$ cat src/design/biq_pkg.sv
`default_nettype none

package biq_pkg;

	localparam int COEF_W     = 24;
	localparam int STATE_W    = 32;
	localparam int STATE_FRAC = 8;
	localparam int IDX_W      = 3;

	localparam logic [IDX_W-1:0] REG_B0 = 3'd0;
	localparam logic [IDX_W-1:0] REG_B1 = 3'd1;
	localparam logic [IDX_W-1:0] REG_B2 = 3'd2;
	localparam logic [IDX_W-1:0] REG_A1 = 3'd3;
	localparam logic [IDX_W-1:0] REG_A2 = 3'd4;
	localparam logic [IDX_W-1:0] REG_G0 = 3'd5;
	localparam logic [IDX_W-1:0] REG_G1 = 3'd6;

	localparam logic signed [COEF_W-1:0] RST_B0 = 24'sd1048576;
	localparam logic signed [COEF_W-1:0] RST_B1 = 24'sd2097152;
	localparam logic signed [COEF_W-1:0] RST_B2 = 24'sd1048576;
	localparam logic signed [COEF_W-1:0] RST_A1 = -24'sd1865031;
	localparam logic signed [COEF_W-1:0] RST_A2 = 24'sd839702;
	localparam logic signed [COEF_W-1:0] RST_G0 = 24'sd5812;
	localparam logic signed [COEF_W-1:0] RST_G1 = 24'sd1048576;

	typedef enum logic [2:0] {
		OP_GX,
		OP_A1,
		OP_A2,
		OP_B0,
		OP_B1,
		OP_B2,
		OP_G1
	} op_t;

	typedef enum logic [1:0] {
		SH_IN,
		SH_COEF,
		SH_OUT
	} shift_t;

	typedef enum logic [2:0] {
		ST_IDLE,
		ST_LOAD,
		ST_MUL,
		ST_ACC,
		ST_DONE
	} state_t;

	typedef struct packed {
		logic   en;
		logic   clear;
		logic   sub;
		shift_t shift;
	} acc_ctl_t;

endpackage

`default_nettype wire

$ cat src/design/biq_mul.sv
`default_nettype none

module biq_mul #(
	parameter int MCAND_W = 39
) (
	input  wire logic                                            clk,
	input  wire logic                                            arst_n,
	input  wire logic                                            start,
	input  wire logic signed [MCAND_W-1:0]                       mcand,
	input  wire logic signed [biq_pkg::COEF_W-1:0]               coef,
	output logic                                                 busy,
	output logic signed [MCAND_W+biq_pkg::COEF_W-1:0]            prod
);

	localparam int CW    = biq_pkg::COEF_W;
	localparam int PW    = MCAND_W + CW;
	localparam int CNT_W = $clog2(CW);

	logic                      busy_q;
	logic [CNT_W-1:0]          cnt_q;
	logic signed [MCAND_W-1:0] mcand_q;
	logic signed [PW-1:0]      prod_q;
	logic                      last;
	logic signed [MCAND_W:0]   m_ext;
	logic signed [MCAND_W:0]   addend;
	logic signed [MCAND_W:0]   sum;

	// One coefficient bit per cycle, LSB first; the sign bit carries negative weight.
	assign last  = (cnt_q == CNT_W'(CW - 1));
	assign m_ext = {mcand_q[MCAND_W-1], mcand_q};

	always_comb begin
		if (prod_q[0]) begin
			addend = last ? -m_ext : m_ext;
		end else begin
			addend = '0;
		end
		sum = {prod_q[PW-1], prod_q[PW-1:CW]} + addend;
	end

	always_ff @(posedge clk or negedge arst_n) begin
		if (!arst_n) begin
			busy_q <= 1'b0;
			cnt_q  <= '0;
		end else if (start) begin
			busy_q <= 1'b1;
			cnt_q  <= '0;
		end else if (busy_q) begin
			cnt_q <= cnt_q + CNT_W'(1);
			if (last) begin
				busy_q <= 1'b0;
			end
		end
	end

	always_ff @(posedge clk) begin
		if (start) begin
			mcand_q <= mcand;
			prod_q  <= {{MCAND_W{1'b0}}, coef};
		end else if (busy_q) begin
			prod_q <= {sum, prod_q[CW-1:1]};
		end
	end

	assign busy = busy_q;
	assign prod = prod_q;

endmodule

`default_nettype wire

$ cat src/design/biq_acc.sv
`default_nettype none

module biq_acc #(
	parameter int PROD_W         = 63,
	parameter int COEF_FRAC_BITS = 20
) (
	input  wire logic                     clk,
	input  wire biq_pkg::acc_ctl_t        ctl,
	input  wire logic signed [PROD_W-1:0] prod,
	output logic signed [PROD_W:0]        acc
);

	localparam int AW     = PROD_W + 1;
	localparam int SH_IN  = COEF_FRAC_BITS - biq_pkg::STATE_FRAC;
	localparam int SH_CF  = COEF_FRAC_BITS;
	localparam int SH_OUT = COEF_FRAC_BITS + biq_pkg::STATE_FRAC;

	logic signed [PROD_W-1:0] sh_prod;
	logic                     rbit;
	logic signed [AW-1:0]     term;
	logic signed [AW-1:0]     base;
	logic signed [AW-1:0]     acc_q;

	// Round to nearest with ties up: floor of the shifted product plus the first dropped bit.
	always_comb begin
		unique case (ctl.shift)
			biq_pkg::SH_IN: begin
				sh_prod = prod >>> SH_IN;
				rbit    = prod[SH_IN-1];
			end
			biq_pkg::SH_OUT: begin
				sh_prod = prod >>> SH_OUT;
				rbit    = prod[SH_OUT-1];
			end
			default: begin
				sh_prod = prod >>> SH_CF;
				rbit    = prod[SH_CF-1];
			end
		endcase
		term = {sh_prod[PROD_W-1], sh_prod} + {{(AW-1){1'b0}}, rbit};
		base = ctl.clear ? '0 : acc_q;
	end

	always_ff @(posedge clk) begin
		if (ctl.en) begin
			acc_q <= ctl.sub ? (base - term) : (base + term);
		end
	end

	assign acc = acc_q;

endmodule

`default_nettype wire

$ cat src/design/biquad_iir_filter_top.sv
// Biquad IIR section, direct form II, computed with one bit-serial multiplier.
// Each of the seven products takes a load, one shift-add per coefficient bit, a step to
// see the multiplier finish and a round-and-accumulate step. A new sample is taken
// only in the idle state, once the last result has gone to the output register, which
// waits while an earlier result is still pending.
// Reset (arst_n low) restores the default coefficients and clears the delay line.
`default_nettype none

module biquad_iir_filter_top #(
	parameter int SAMPLE_WIDTH   = 16,
	parameter int COEF_FRAC_BITS = 20
) (
	input  wire logic                             clk,
	input  wire logic                             arst_n,
	input  wire logic                             cfg_we,
	input  wire logic [biq_pkg::IDX_W-1:0]        cfg_index,
	input  wire logic [biq_pkg::COEF_W-1:0]       cfg_data,
	input  wire logic                             in_valid,
	output logic                                  in_ready,
	input  wire logic signed [SAMPLE_WIDTH-1:0]   sample_in,
	output logic                                  out_valid,
	input  wire logic                             out_ready,
	output logic signed [SAMPLE_WIDTH-1:0]        sample_out,
	output logic                                  clipped
);

	localparam int CW    = biq_pkg::COEF_W;
	localparam int SW_ST = biq_pkg::STATE_W;
	localparam int SUM_W = SW_ST + CW - COEF_FRAC_BITS + 3;
	localparam int MW    = (SUM_W > SW_ST) ? SUM_W : SW_ST;
	localparam int PW    = MW + CW;
	localparam int AW    = PW + 1;

	localparam logic signed [AW-1:0] W_MAX = (AW'(1) <<< (SW_ST - 1)) - AW'(1);
	localparam logic signed [AW-1:0] W_MIN = -W_MAX - AW'(1);
	localparam logic signed [AW-1:0] Y_MAX = (AW'(1) <<< (SAMPLE_WIDTH - 1)) - AW'(1);
	localparam logic signed [AW-1:0] Y_MIN = -Y_MAX - AW'(1);

	logic signed [CW-1:0] b0_q, b1_q, b2_q, a1_q, a2_q, g0_q, g1_q;

	biq_pkg::state_t state_q, state_d;
	biq_pkg::op_t    op_q, op_d;
	biq_pkg::acc_ctl_t acc_ctl;

	logic signed [SAMPLE_WIDTH-1:0] x_q;
	logic signed [SW_ST-1:0]        w1_q, w2_q, w_q;
	logic signed [SW_ST-1:0]        w_sat;
	logic signed [SAMPLE_WIDTH-1:0] y_sat;
	logic                           y_clip;

	logic                           out_valid_q;
	logic signed [SAMPLE_WIDTH-1:0] sample_out_q;
	logic                           clipped_q;

	logic                  accept;
	logic                  mul_start;
	logic                  mul_busy;
	logic                  w_we;
	logic                  out_we;
	logic signed [MW-1:0]  mcand;
	logic signed [CW-1:0]  coef;
	logic signed [PW-1:0]  prod;
	logic signed [AW-1:0]  acc;

	always_ff @(posedge clk or negedge arst_n) begin
		if (!arst_n) begin
			b0_q <= biq_pkg::RST_B0;
			b1_q <= biq_pkg::RST_B1;
			b2_q <= biq_pkg::RST_B2;
			a1_q <= biq_pkg::RST_A1;
			a2_q <= biq_pkg::RST_A2;
			g0_q <= biq_pkg::RST_G0;
			g1_q <= biq_pkg::RST_G1;
		end else if (cfg_we) begin
			unique case (cfg_index)
				biq_pkg::REG_B0: b0_q <= cfg_data;
				biq_pkg::REG_B1: b1_q <= cfg_data;
				biq_pkg::REG_B2: b2_q <= cfg_data;
				biq_pkg::REG_A1: a1_q <= cfg_data;
				biq_pkg::REG_A2: a2_q <= cfg_data;
				biq_pkg::REG_G0: g0_q <= cfg_data;
				biq_pkg::REG_G1: g1_q <= cfg_data;
				default: ;
			endcase
		end
	end

	always_comb begin
		if (acc > W_MAX) begin
			w_sat = SW_ST'(W_MAX);
		end else if (acc < W_MIN) begin
			w_sat = SW_ST'(W_MIN);
		end else begin
			w_sat = acc[SW_ST-1:0];
		end
		y_clip = (acc > Y_MAX) || (acc < Y_MIN);
		if (acc > Y_MAX) begin
			y_sat = SAMPLE_WIDTH'(Y_MAX);
		end else if (acc < Y_MIN) begin
			y_sat = SAMPLE_WIDTH'(Y_MIN);
		end else begin
			y_sat = acc[SAMPLE_WIDTH-1:0];
		end
	end

	always_comb begin
		unique case (op_q)
			biq_pkg::OP_GX: begin
				mcand = MW'(x_q);
				coef  = g0_q;
			end
			biq_pkg::OP_A1: begin
				mcand = MW'(w1_q);
				coef  = a1_q;
			end
			biq_pkg::OP_A2: begin
				mcand = MW'(w2_q);
				coef  = a2_q;
			end
			biq_pkg::OP_B0: begin
				mcand = MW'(w_sat);
				coef  = b0_q;
			end
			biq_pkg::OP_B1: begin
				mcand = MW'(w1_q);
				coef  = b1_q;
			end
			biq_pkg::OP_B2: begin
				mcand = MW'(w2_q);
				coef  = b2_q;
			end
			biq_pkg::OP_G1: begin
				mcand = acc[MW-1:0];
				coef  = g1_q;
			end
			default: begin
				mcand = '0;
				coef  = '0;
			end
		endcase
	end

	always_ff @(posedge clk or negedge arst_n) begin
		if (!arst_n) begin
			state_q <= biq_pkg::ST_IDLE;
			op_q    <= biq_pkg::OP_GX;
		end else begin
			state_q <= state_d;
			op_q    <= op_d;
		end
	end

	always_comb begin
		state_d       = state_q;
		op_d          = op_q;
		in_ready      = 1'b0;
		mul_start     = 1'b0;
		w_we          = 1'b0;
		out_we        = 1'b0;
		acc_ctl.en    = 1'b0;
		acc_ctl.clear = (op_q == biq_pkg::OP_GX) || (op_q == biq_pkg::OP_B0) ||
			(op_q == biq_pkg::OP_G1);
		acc_ctl.sub   = (op_q == biq_pkg::OP_A1) || (op_q == biq_pkg::OP_A2);
		if (op_q == biq_pkg::OP_GX) begin
			acc_ctl.shift = biq_pkg::SH_IN;
		end else if (op_q == biq_pkg::OP_G1) begin
			acc_ctl.shift = biq_pkg::SH_OUT;
		end else begin
			acc_ctl.shift = biq_pkg::SH_COEF;
		end
		unique case (state_q)
			biq_pkg::ST_IDLE: begin
				in_ready = 1'b1;
				if (in_valid) begin
					op_d    = biq_pkg::OP_GX;
					state_d = biq_pkg::ST_LOAD;
				end
			end
			biq_pkg::ST_LOAD: begin
				mul_start = 1'b1;
				w_we      = (op_q == biq_pkg::OP_B0);
				state_d   = biq_pkg::ST_MUL;
			end
			biq_pkg::ST_MUL: begin
				if (!mul_busy) begin
					state_d = biq_pkg::ST_ACC;
				end
			end
			biq_pkg::ST_ACC: begin
				acc_ctl.en = 1'b1;
				if (op_q == biq_pkg::OP_G1) begin
					state_d = biq_pkg::ST_DONE;
				end else begin
					op_d    = biq_pkg::op_t'(op_q + 3'd1);
					state_d = biq_pkg::ST_LOAD;
				end
			end
			biq_pkg::ST_DONE: begin
				if (!out_valid_q || out_ready) begin
					out_we  = 1'b1;
					state_d = biq_pkg::ST_IDLE;
				end
			end
			default: begin
				state_d = biq_pkg::ST_IDLE;
			end
		endcase
	end

	assign accept = in_valid && in_ready;

	always_ff @(posedge clk) begin
		if (accept) begin
			x_q <= sample_in;
		end
		if (w_we) begin
			w_q <= w_sat;
		end
		if (out_we) begin
			sample_out_q <= y_sat;
			clipped_q    <= y_clip;
		end
	end

	always_ff @(posedge clk or negedge arst_n) begin
		if (!arst_n) begin
			w1_q        <= '0;
			w2_q        <= '0;
			out_valid_q <= 1'b0;
		end else begin
			if (out_we) begin
				w1_q        <= w_q;
				w2_q        <= w1_q;
				out_valid_q <= 1'b1;
			end else if (out_ready) begin
				out_valid_q <= 1'b0;
			end
		end
	end

	biq_mul #(
		.MCAND_W(MW)
	) u_mul (
		.clk   (clk),
		.arst_n(arst_n),
		.start (mul_start),
		.mcand (mcand),
		.coef  (coef),
		.busy  (mul_busy),
		.prod  (prod)
	);

	biq_acc #(
		.PROD_W        (PW),
		.COEF_FRAC_BITS(COEF_FRAC_BITS)
	) u_acc (
		.clk (clk),
		.ctl (acc_ctl),
		.prod(prod),
		.acc (acc)
	);

	assign out_valid  = out_valid_q;
	assign sample_out = sample_out_q;
	assign clipped    = clipped_q;

`ifndef SYNTHESIS
	a_no_overwrite: assert property (@(posedge clk) disable iff (!arst_n)
		out_we |-> (!out_valid_q || out_ready))
		else $error("pending result overwritten");

	a_start_idle: assert property (@(posedge clk) disable iff (!arst_n)
		mul_start |-> !mul_busy)
		else $error("multiplier started while busy");

	a_acc_after_mul: assert property (@(posedge clk) disable iff (!arst_n)
		acc_ctl.en |-> (!mul_busy && $past(state_q) == biq_pkg::ST_MUL))
		else $error("accumulate without finished product");

	a_busy_after_start: assert property (@(posedge clk) disable iff (!arst_n)
		mul_start |=> mul_busy)
		else $error("multiplier did not start");
`endif

endmodule

`default_nettype wire

$ cat config.mk
export PLATFORM = sky130hd
export DESIGN_NAME = biquad_iir_filter_top
export DESIGN_NICKNAME = d
export VERILOG_FILES = /design/src/design/biq_pkg.sv /design/src/design/biq_mul.sv /design/src/design/biq_acc.sv /design/src/design/biquad_iir_filter_top.sv
export SDC_FILE = /design/constraint.sdc
export NUM_CORES = 1
export LEC_CHECK = 0
export BUFFER_PORTS_ARGS = -buffer_cell sky130_fd_sc_hd__buf_2
export CAP_MARGIN = 5
export CORE_ASPECT_RATIO = 1.5
export CORE_MARGIN = 3
export CORE_UTILIZATION = 25
export DETAILED_ROUTE_END_ITERATION = 16
export PLACE_DENSITY = 0.5
export SLEW_MARGIN = 20
export SYNTH_ARGS = -nofsm -noshare
export SYNTH_HDL_FRONTEND = slang
export SYNTH_SLANG_ARGS = --single-unit
$ cat constraint.sdc
create_clock -name clk -period 13 [get_ports clk]
set_clock_uncertainty 0.15 [all_clocks]
set_input_delay 0 -clock clk [delete_from_list [all_inputs] [get_ports clk]]
set_output_delay 0 -clock clk [all_outputs]
set_load 0.01 [all_outputs]
==> summary by stage, run 1 <==
Worst hold path
The startpoint identified for the worst hold timing path is cfg_we. The number of cells on the worst hold path is 4. The endpoint of the worst hold-timing path is g1_q[23]. The class of the worst hold path is input pin to register.

Logic synthesis
The share of the yosys chip area belonging to registers is a little over two fifths. The Yosys step of the flow raised 0 warnings. The synthesized design contains 192 enable-type register cells. A synthesized cell averages around 9.7 µm². The gate count of the mapped netlist is between 3000 and 4000.

For this run, asynchronously set or reset flops after synthesis account for between 50% and 60%. The flip-flop and latch count after synthesis is around 480. The mapped netlist covers approximately 0.03 mm². Counting distinct cell types in the post-synthesis netlist gives 92.

The prevailing post-synth register cell is sky130_fd_sc_hd__dfrtp_1. Synthesis produced a netlist with a net count of between 3000 and 4000.

Detailed routing
The count of vias placed by the detailed router is roughly 25000. The number of design-rule violations left by the first detailed-router iteration is about 1700. In the routed layout, each cell is associated on average with a via count of 5.142. The detailed-router iteration count before antenna repair is 6. In the final routed layout, each cell accounts on average for about 21 µm. For this run, design rule violations remaining after detail routing come to 0.

The total wire length after detailed routing is about 100000 µm. The remaining antenna violation count is 0.

Critical path
Along the worst path, the maximum fanout reaches 70. The data arrival time at the worst-slack endpoint is a little under 10000 ps. The endpoint identified for the worst register-to-register timing path is u_acc.acc[63]. Across all register-to-register paths, the minimum setup slack is between 3000 and 4000 ps. The worst setup path is captured at a register. The worst register-to-register path begins at op_q[0]. For the worst setup path, the data required time is roughly 13000 ps. The maximum single-stage delay on the critical path is roughly 740 ps. The cell with the biggest individual delay on the critical path is sky130_fd_sc_hd__nor4b_1. The number of cell instances on the worst register-to-register path is 31. The kind of cell with the highest combined delay along the critical path is simple AND/OR/NAND/NOR gates. The critical path buffer and inverter count is 2. The worst setup path is launched from a register.

The critical setup path kind is register to register.

Clock tree
The level count of the clock H-tree is 2. The clock tree from TritonCTS is built. The count of hold buffers inserted by post-cts repair is 61. The number of gates resized after CTS was 0.

The number of CTS-inserted buffers is 49. CTS saw 476 sinks. Clock-pin slew was measured on the worst setup and hold paths at ~70 ps.

The number of buffers on the longest clock path is 3. The tree is rooted in a sky130_fd_sc_hd__clkbuf_16. At the later pin of the worst-skew pair, clock insertion delay measures roughly 630 ps. After clock tree synthesis, the setup repair step added 0 buffers.

Job
Across the run, the number of max-cap violations was 0.

GRT
The initial antenna violation count is 2. Entering global routing, the biggest net connects between 150 and 200 pins. The number of global-route vias before repair is ~25000. The total routing usage reported by global routing is 15.67%. Global routing finished with a remaining overflow of 0. The first global-routing pass estimated 153500 µm of wire.

STA
The period utilization is between 70% and 80%. The number of slew-limit violations in the final report is 0. Setup repair after global routing left no endpoint under its margin.

Setup violations remaining at the end of the flow were counted as 0. The worst max-slew margin expressed relative to the limit is 21.88%. In the final timing run, aggregate negative setup slack is 0 ps. The achievable clock frequency is ~100 MHz. At the pin with the least slew margin, the transition time is around 1200 ps. The number of hold-slack violations in the final timing report is 0.

The final setup slack of the worst path is between 3000 and 4000 ps. Subtracting the final worst setup slack from the clock period gives 9670 ps. Hold timing on the final database bottoms out at a slack of roughly 25 ps.

Power
The leakage power is around 14 nW. Across the VDD grid, the largest voltage drop is 0.0001873 V. The total power divided by cell area is around 320 mW/mm².

Floorplanning
The horizontal die dimension is between 200 and 300 µm. The floorplan step set the die height to 432.6 µm. The floorplan die area is ~0.13 mm². Once the floorplan was initialized, standard cells occupied 25.35% of the core. For this design the top-level I/O count stands at 67.

The region available for standard cell placement spans between 0.1 and 0.15 mm². The initialized floorplan defines approximately 160 standard-cell rows.

Layout
In the final layout, the share of cells above drive strength 1 is between 10% and 20%. The design area is around 0.034 mm². The net count of the finished layout is 3320.

The area overhead of the layout relative to synthesis is 13.48%. The share of the core filled with cells in the final layout is 28.76%.

Place
The quantity of I/O buffers inserted on ports is 66. The last weighted congestion value of the routability-driven placer is between 0.9 and 1. At the placement stage, the worst setup path has a slack of between 3000 and 4000 ps. The half-perimeter wire length after placement is 72300 µm.

Summing all placed instances gives a cell area of between 0.03 and 0.04 mm².

Outcome
The flow ran to the end, and the final reports show no timing, DRC or antenna violations.
worst max-delay path by stage:
stage | from | end | slack [ps] | cells after the start
finish | op_q[0] | u_acc.acc[63] | 3330 | 31
detailed placement | op_q[0] | u_acc.acc[63] | 3440 | 31
CTS | op_q[0] | u_acc.acc[63] | 3400 | 31
global route | op_q[2] | u_acc.acc[63] | 2790 | 27
floorplan | op_q[0] | u_acc.acc[60] | 4400 | 40
global placement | op_q[0] | u_acc.acc[63] | 3520 | 31
routing by layer:
metal  part of all wire, %  global-route usage [%]  vias up
li1                      -                       -    11562
met1                    38                   17.26    12207
met2                    53                   29.82      585
met3                   3.4                   1.493      166
met4                   5.3                   7.739        0
met5                     0                       0        -
per-stage QoR:
| step | total power, mW | cells |
|---|---|---|
| floorplan | 7.435 | 3129 |
| detailed placement | 9.399 | 4616 |
| finish | 10.86 | 4769 |
| global route | 11.65 | 4768 |
| global placement | 9.412 | 4616 |
| CTS | 10.90 | 4768 |
sequential cells by signal (all words and copies together), names as in the netlist, 32 cells and up:
name,count
w1_q,32
u_mul.prod,63
w_q,32
u_mul.mcand_q,39
u_acc.acc,64
w2_q,32
area by class of cell:
type / instances / area (µm²)
Timing Repair Buffer: 167 / 1281
Inverter: 56 / 210.2
Multi-Input combinational cell: 2408 / 16660
Antenna cell: 1 / 2.502
Tap cell: 1570 / 1964
Sequential cell: 476 / 12720
Clock buffer: 64 / 1334
Clock inverter: 27 / 242.7
Fill cell: 12550 / 85240
worst register-to-register path, delay by kind of cell, from the launching register on:
kind | cells | cell delay [ps]
simple gates | 14 | 4530
compound gates | 10 | 2200
fa+ha+maj | 4 | 1230
buf+inv | 2 | 730
flops | 1 | 420
xor+xnor | 1 | 160
synthesized netlist by cell type (56+ instances only):
master                     count  area, µm²
sky130_fd_sc_hd__and3_1       57      356.6
sky130_fd_sc_hd__ha_1        112       1401
sky130_fd_sc_hd__xnor2_1     139       1217
sky130_fd_sc_hd__a21oi_1     141      705.7
sky130_fd_sc_hd__edfxtp_1    192       5766
sky130_fd_sc_hd__clkbuf_1    148      555.5
sky130_fd_sc_hd__nor2_1      161      604.3
sky130_fd_sc_hd__a21o_1       80      600.6
sky130_fd_sc_hd__xor2_1       72      630.6
sky130_fd_sc_hd__inv_1        56      210.2
sky130_fd_sc_hd__dfrtp_1     213       5330
sky130_fd_sc_hd__and2_1      115      719.4
sky130_fd_sc_hd__mux2_2      191       2151
sky130_fd_sc_hd__o21ai_0     108      540.5
sky130_fd_sc_hd__nand2_1     482       1809
power by group:
group	total (mW)	internal, mW	switching, mW
clock	1.42	0.772	0.652
sequential	2.86	2.34	0.523
combinational	6.58	2.54	4.04
kinds of logic after synthesis:
family	after synthesis	synth area share (%)
and+or+nand+nor	1149	18.62
AOI/OAI and AO/OA	703	16.81
DFF	476	41.93
buffers and inverters	245	3.374
muxes	231	8.424
xor gates and xnor gates	211	6.093
adders and majority gates	114	4.752
cells in the final DEF (no fill, tap or decap), drive strengths merged, types with 34 or more instances in the layout:
cell type    instances
xor2                72
nand2              482
buf                107
a222oi              43
nor2               161
mux2i               40
and2               115
mux2               191
nand3               55
dfrtp              213
a221o               41
a221oi              34
clkbuf              64
a21o                80
and3                57
edfxtp             192
inv                 58
ha                 112
a21oi              142
nor3                55
xnor2              139
dlygate4sd3         60
o21ai              108
nand4               44
dfxtp               39
No activity file was read; power rests on OpenSTA's default activity.
==> run 2, diff against run 1 <==
--- a/config.mk
+++ b/config.mk
@@ -11,7 +11,7 @@
 export CORE_MARGIN = 3
 export CORE_UTILIZATION = 25
 export DETAILED_ROUTE_END_ITERATION = 16
-export PLACE_DENSITY = 0.5
+export PLACE_DENSITY = 0.51
 export SLEW_MARGIN = 20
 export SYNTH_ARGS = -nofsm -noshare
 export SYNTH_HDL_FRONTEND = slang
==> constraint.sdc (replaced) <==
create_clock -name clk -period 8.1 [get_ports clk]
set_clock_uncertainty 0.15 [all_clocks]
set_input_delay 0 -clock clk [delete_from_list [all_inputs] [get_ports clk]]
set_output_delay 0 -clock clk [all_outputs]
set_load 0.01 [all_outputs]
==> run 2 against run 1 <==
Against the previous run:
- first-iteration DRC count up 1.5%
- clock-buffer cell count up 2
- final cell count up 1.9%
- via count up 1.2%
- sequential cell count unchanged
==> summary by stage, run 2 (synthesis results as in run 1) <==
Outcome
The run finished with clean final reports.

Layout
Leaving out fill and tap cells, the most frequent cell in the layout is sky130_fd_sc_hd__nand2_1. The share of the core filled with cells in the final layout is 29.44% (+0.68 points). The fraction of layout cells with a size suffix above 1 is 17.37% (+2.6 points). Relative to the synthesized area, the layout overhead comes to 16.15%. The flip-flop count of the largest register after layout came to 64 (unchanged). In the layout the commonest cells are sky130_fd_sc_hd__nand2_1, sky130_fd_sc_hd__dfrtp_1, sky130_fd_sc_hd__edfxtp_1. The number of standard cells in the layout, taps in and fillers out came to 4859 (+1.9%).

The net count of the finished layout was 3409 (+2.7%).

Floorplanning
The horizontal die dimension was 290.4 µm (unchanged). The number of cell rows is 155 (unchanged). The number of I/O pins is 67 (unchanged). The initial cell density of the core is 25.35% (unchanged).

The standard cell core area came to 0.1197 mm² (unchanged). The vertical die dimension was 432.6 µm (unchanged). The floorplan die area is 0.1256 mm² (unchanged).

Detailed routing
The remaining antenna violation count is 0 (unchanged). The detailed-router iteration count before antenna repair came to 6 (unchanged). The count of vias placed by the detailed router was 24813 (+1.2%). The detailed-route wire length per cell is 21.22 µm (-0.37%).

The number of design-rule violations left by the first detailed-router iteration is 1711 (+1.5%). The DRC violation count after routing is 0 (unchanged). The total wire length after detailed routing is 103100 µm (+1.5%). The number of vias per cell is 5.107 (-0.68%).

GRT
The wire length of the first global-routing pass is 156200 µm (+1.8%). The initial antenna violation count is 1 (-1). The maximum number of pins on one net before global-route repair is 156 (-7.7%). The total routing usage reported by global routing is 15.99% (+0.32 points). The aggregate global routing overflow was 0 (unchanged). The number of global-route vias before repair is 25174 (+1.9%).

STA
The worst max-slew margin expressed relative to the limit is 24.40% (+2.5 points). The achievable clock frequency is 130.5 MHz (+26%). The period utilization is 94.62% (+20 points). The setup TNS after final layout came to 0 ps (unchanged).

The number of setup violations in the final report is 0 (unchanged). The clock period minus final worst setup slack is 7664 ps (-2005 ps). The number of slew-limit violations in the final report is 0 (unchanged). The final setup slack of the worst path is 435.6 ps (-2895 ps). The slew of the pin with the lowest slew margin is 1130 ps (-41.99 ps). The number of hold-slack violations in the final timing report is 0 (unchanged).

Clock tree
The clock root buffer is sky130_fd_sc_hd__clkbuf_16. The number of CTS-inserted buffers is 48 (-2.0%). The number of buffers on the longest clock path was 3 (unchanged). The source-to-sink clock delay at the later pin of the worst-skew pair is 620 ps (about the same). The clock transition time at the flip-flop clock pins of the worst setup and hold paths was 70 ps (about the same). The clock tree from TritonCTS is built. The number of clock sinks is 476 (unchanged). The level count of the clock H-tree came to 2 (unchanged).

Job
The number of maximum-capacitance violations is 0 (unchanged).

Place
The last weighted congestion value of the routability-driven placer is 0.9559 (+4.3%). The quantity of I/O buffers inserted on ports is 66 (unchanged). The half-perimeter wire length after placement is 74500 µm (+3.0%). The cell count after placement is 4703 (+1.9%).

The pre-CTS worst setup slack is 390.4 ps (-3050 ps).

Critical path
The data arrival time at the worst-slack endpoint is 7870 ps (-2000 ps). The worst setup path startpoint is op_q[0]. The worst register-to-register path begins at op_q[0].

The highest net fanout along the worst path is 10 (-86%). The worst path required time came to 8300 ps (-4910 ps). The worst setup path is captured at a register. By startpoint and endpoint, the worst setup path is classified as register to register. The startpoint type of the worst setup path is a register. The maximum single-stage delay on the critical path is 590 ps (-150 ps).

The largest individual stage delay along the critical path comes from the cell sky130_fd_sc_hd__or4_1.

Worst hold path
The worst hold path belongs to the class input pin to register. The startpoint identified for the worst hold timing path is sample_in[3].
-- run 2: path summary, 6_finish.rpt --
check                           endpoint  slack (ps)  cells past startpoint
setup reg to reg           u_acc.acc[63]         440                     31
min in group asynchronous        g0_q[2]         400                      3
max in group asynchronous       a1_q[13]        6490                      4
setup / recovery           u_acc.acc[63]         440                     31
hold reg to reg                  w1_q[5]         270                      2
hold / removal                    x_q[3]          40                      2
-- run 2: stage by stage --
stage | instance area, µm² | hold WS (ps)
floorplan | 30350 | -445.6
global placement | 32880 | -49.16
detailed placement | 32890 | -49.80
CTS | 35190 | 6.525
global route | 35230 | 18.12
finish | 35230 | 35.84
-- run 2: area by class of cell --
type                       count  area, µm²
clock buffer                  66       1341
clock inverter                24      306.5
tap                         1570       1964
inverter                      56      210.2
sequential                   476      12720
timing repair buffer         257       1964
antenna                        2      5.005
multi-input combinational   2408      16720
fill                       12508      84430
-- run 2: critical path, delay by kind of cell, from the launching register on --
family | cells | cell delay [ps]
AOI/OAI and AO/OA | 11 | 2070
xor gates and xnor gates | 1 | 160
adders and majority gates | 4 | 1160
buffers and inverters | 2 | 310
DFF | 1 | 420
and+or+nand+nor | 13 | 3090
-- run 2: timing repair --
item / CTS / global route
resized for setup: 0 / 10
buffers inserted: 0 / 0
hold endpoints to repair: 291 / 0
hold buffers: 64 / 0
endpoints found under the setup margin: 0 / 12
-- run 2: per-layer routing --
metal / routed length [µm] / global-route usage, % / part of all wire [%] / vias up
li1: - / - / - / 11755
met5: 0 / 0 / 0 / -
met1: 40070 / 17.63 / 39 / 12384
met4: 5369 / 7.880 / 5.2 / 0
met3: 3116 / 1.493 / 3.0 / 155
met2: 54570 / 30.44 / 53 / 519
Power of run 2 is not shown: default switching activity piles up to over one toggle a cycle in this logic, so the estimate is an artifact.
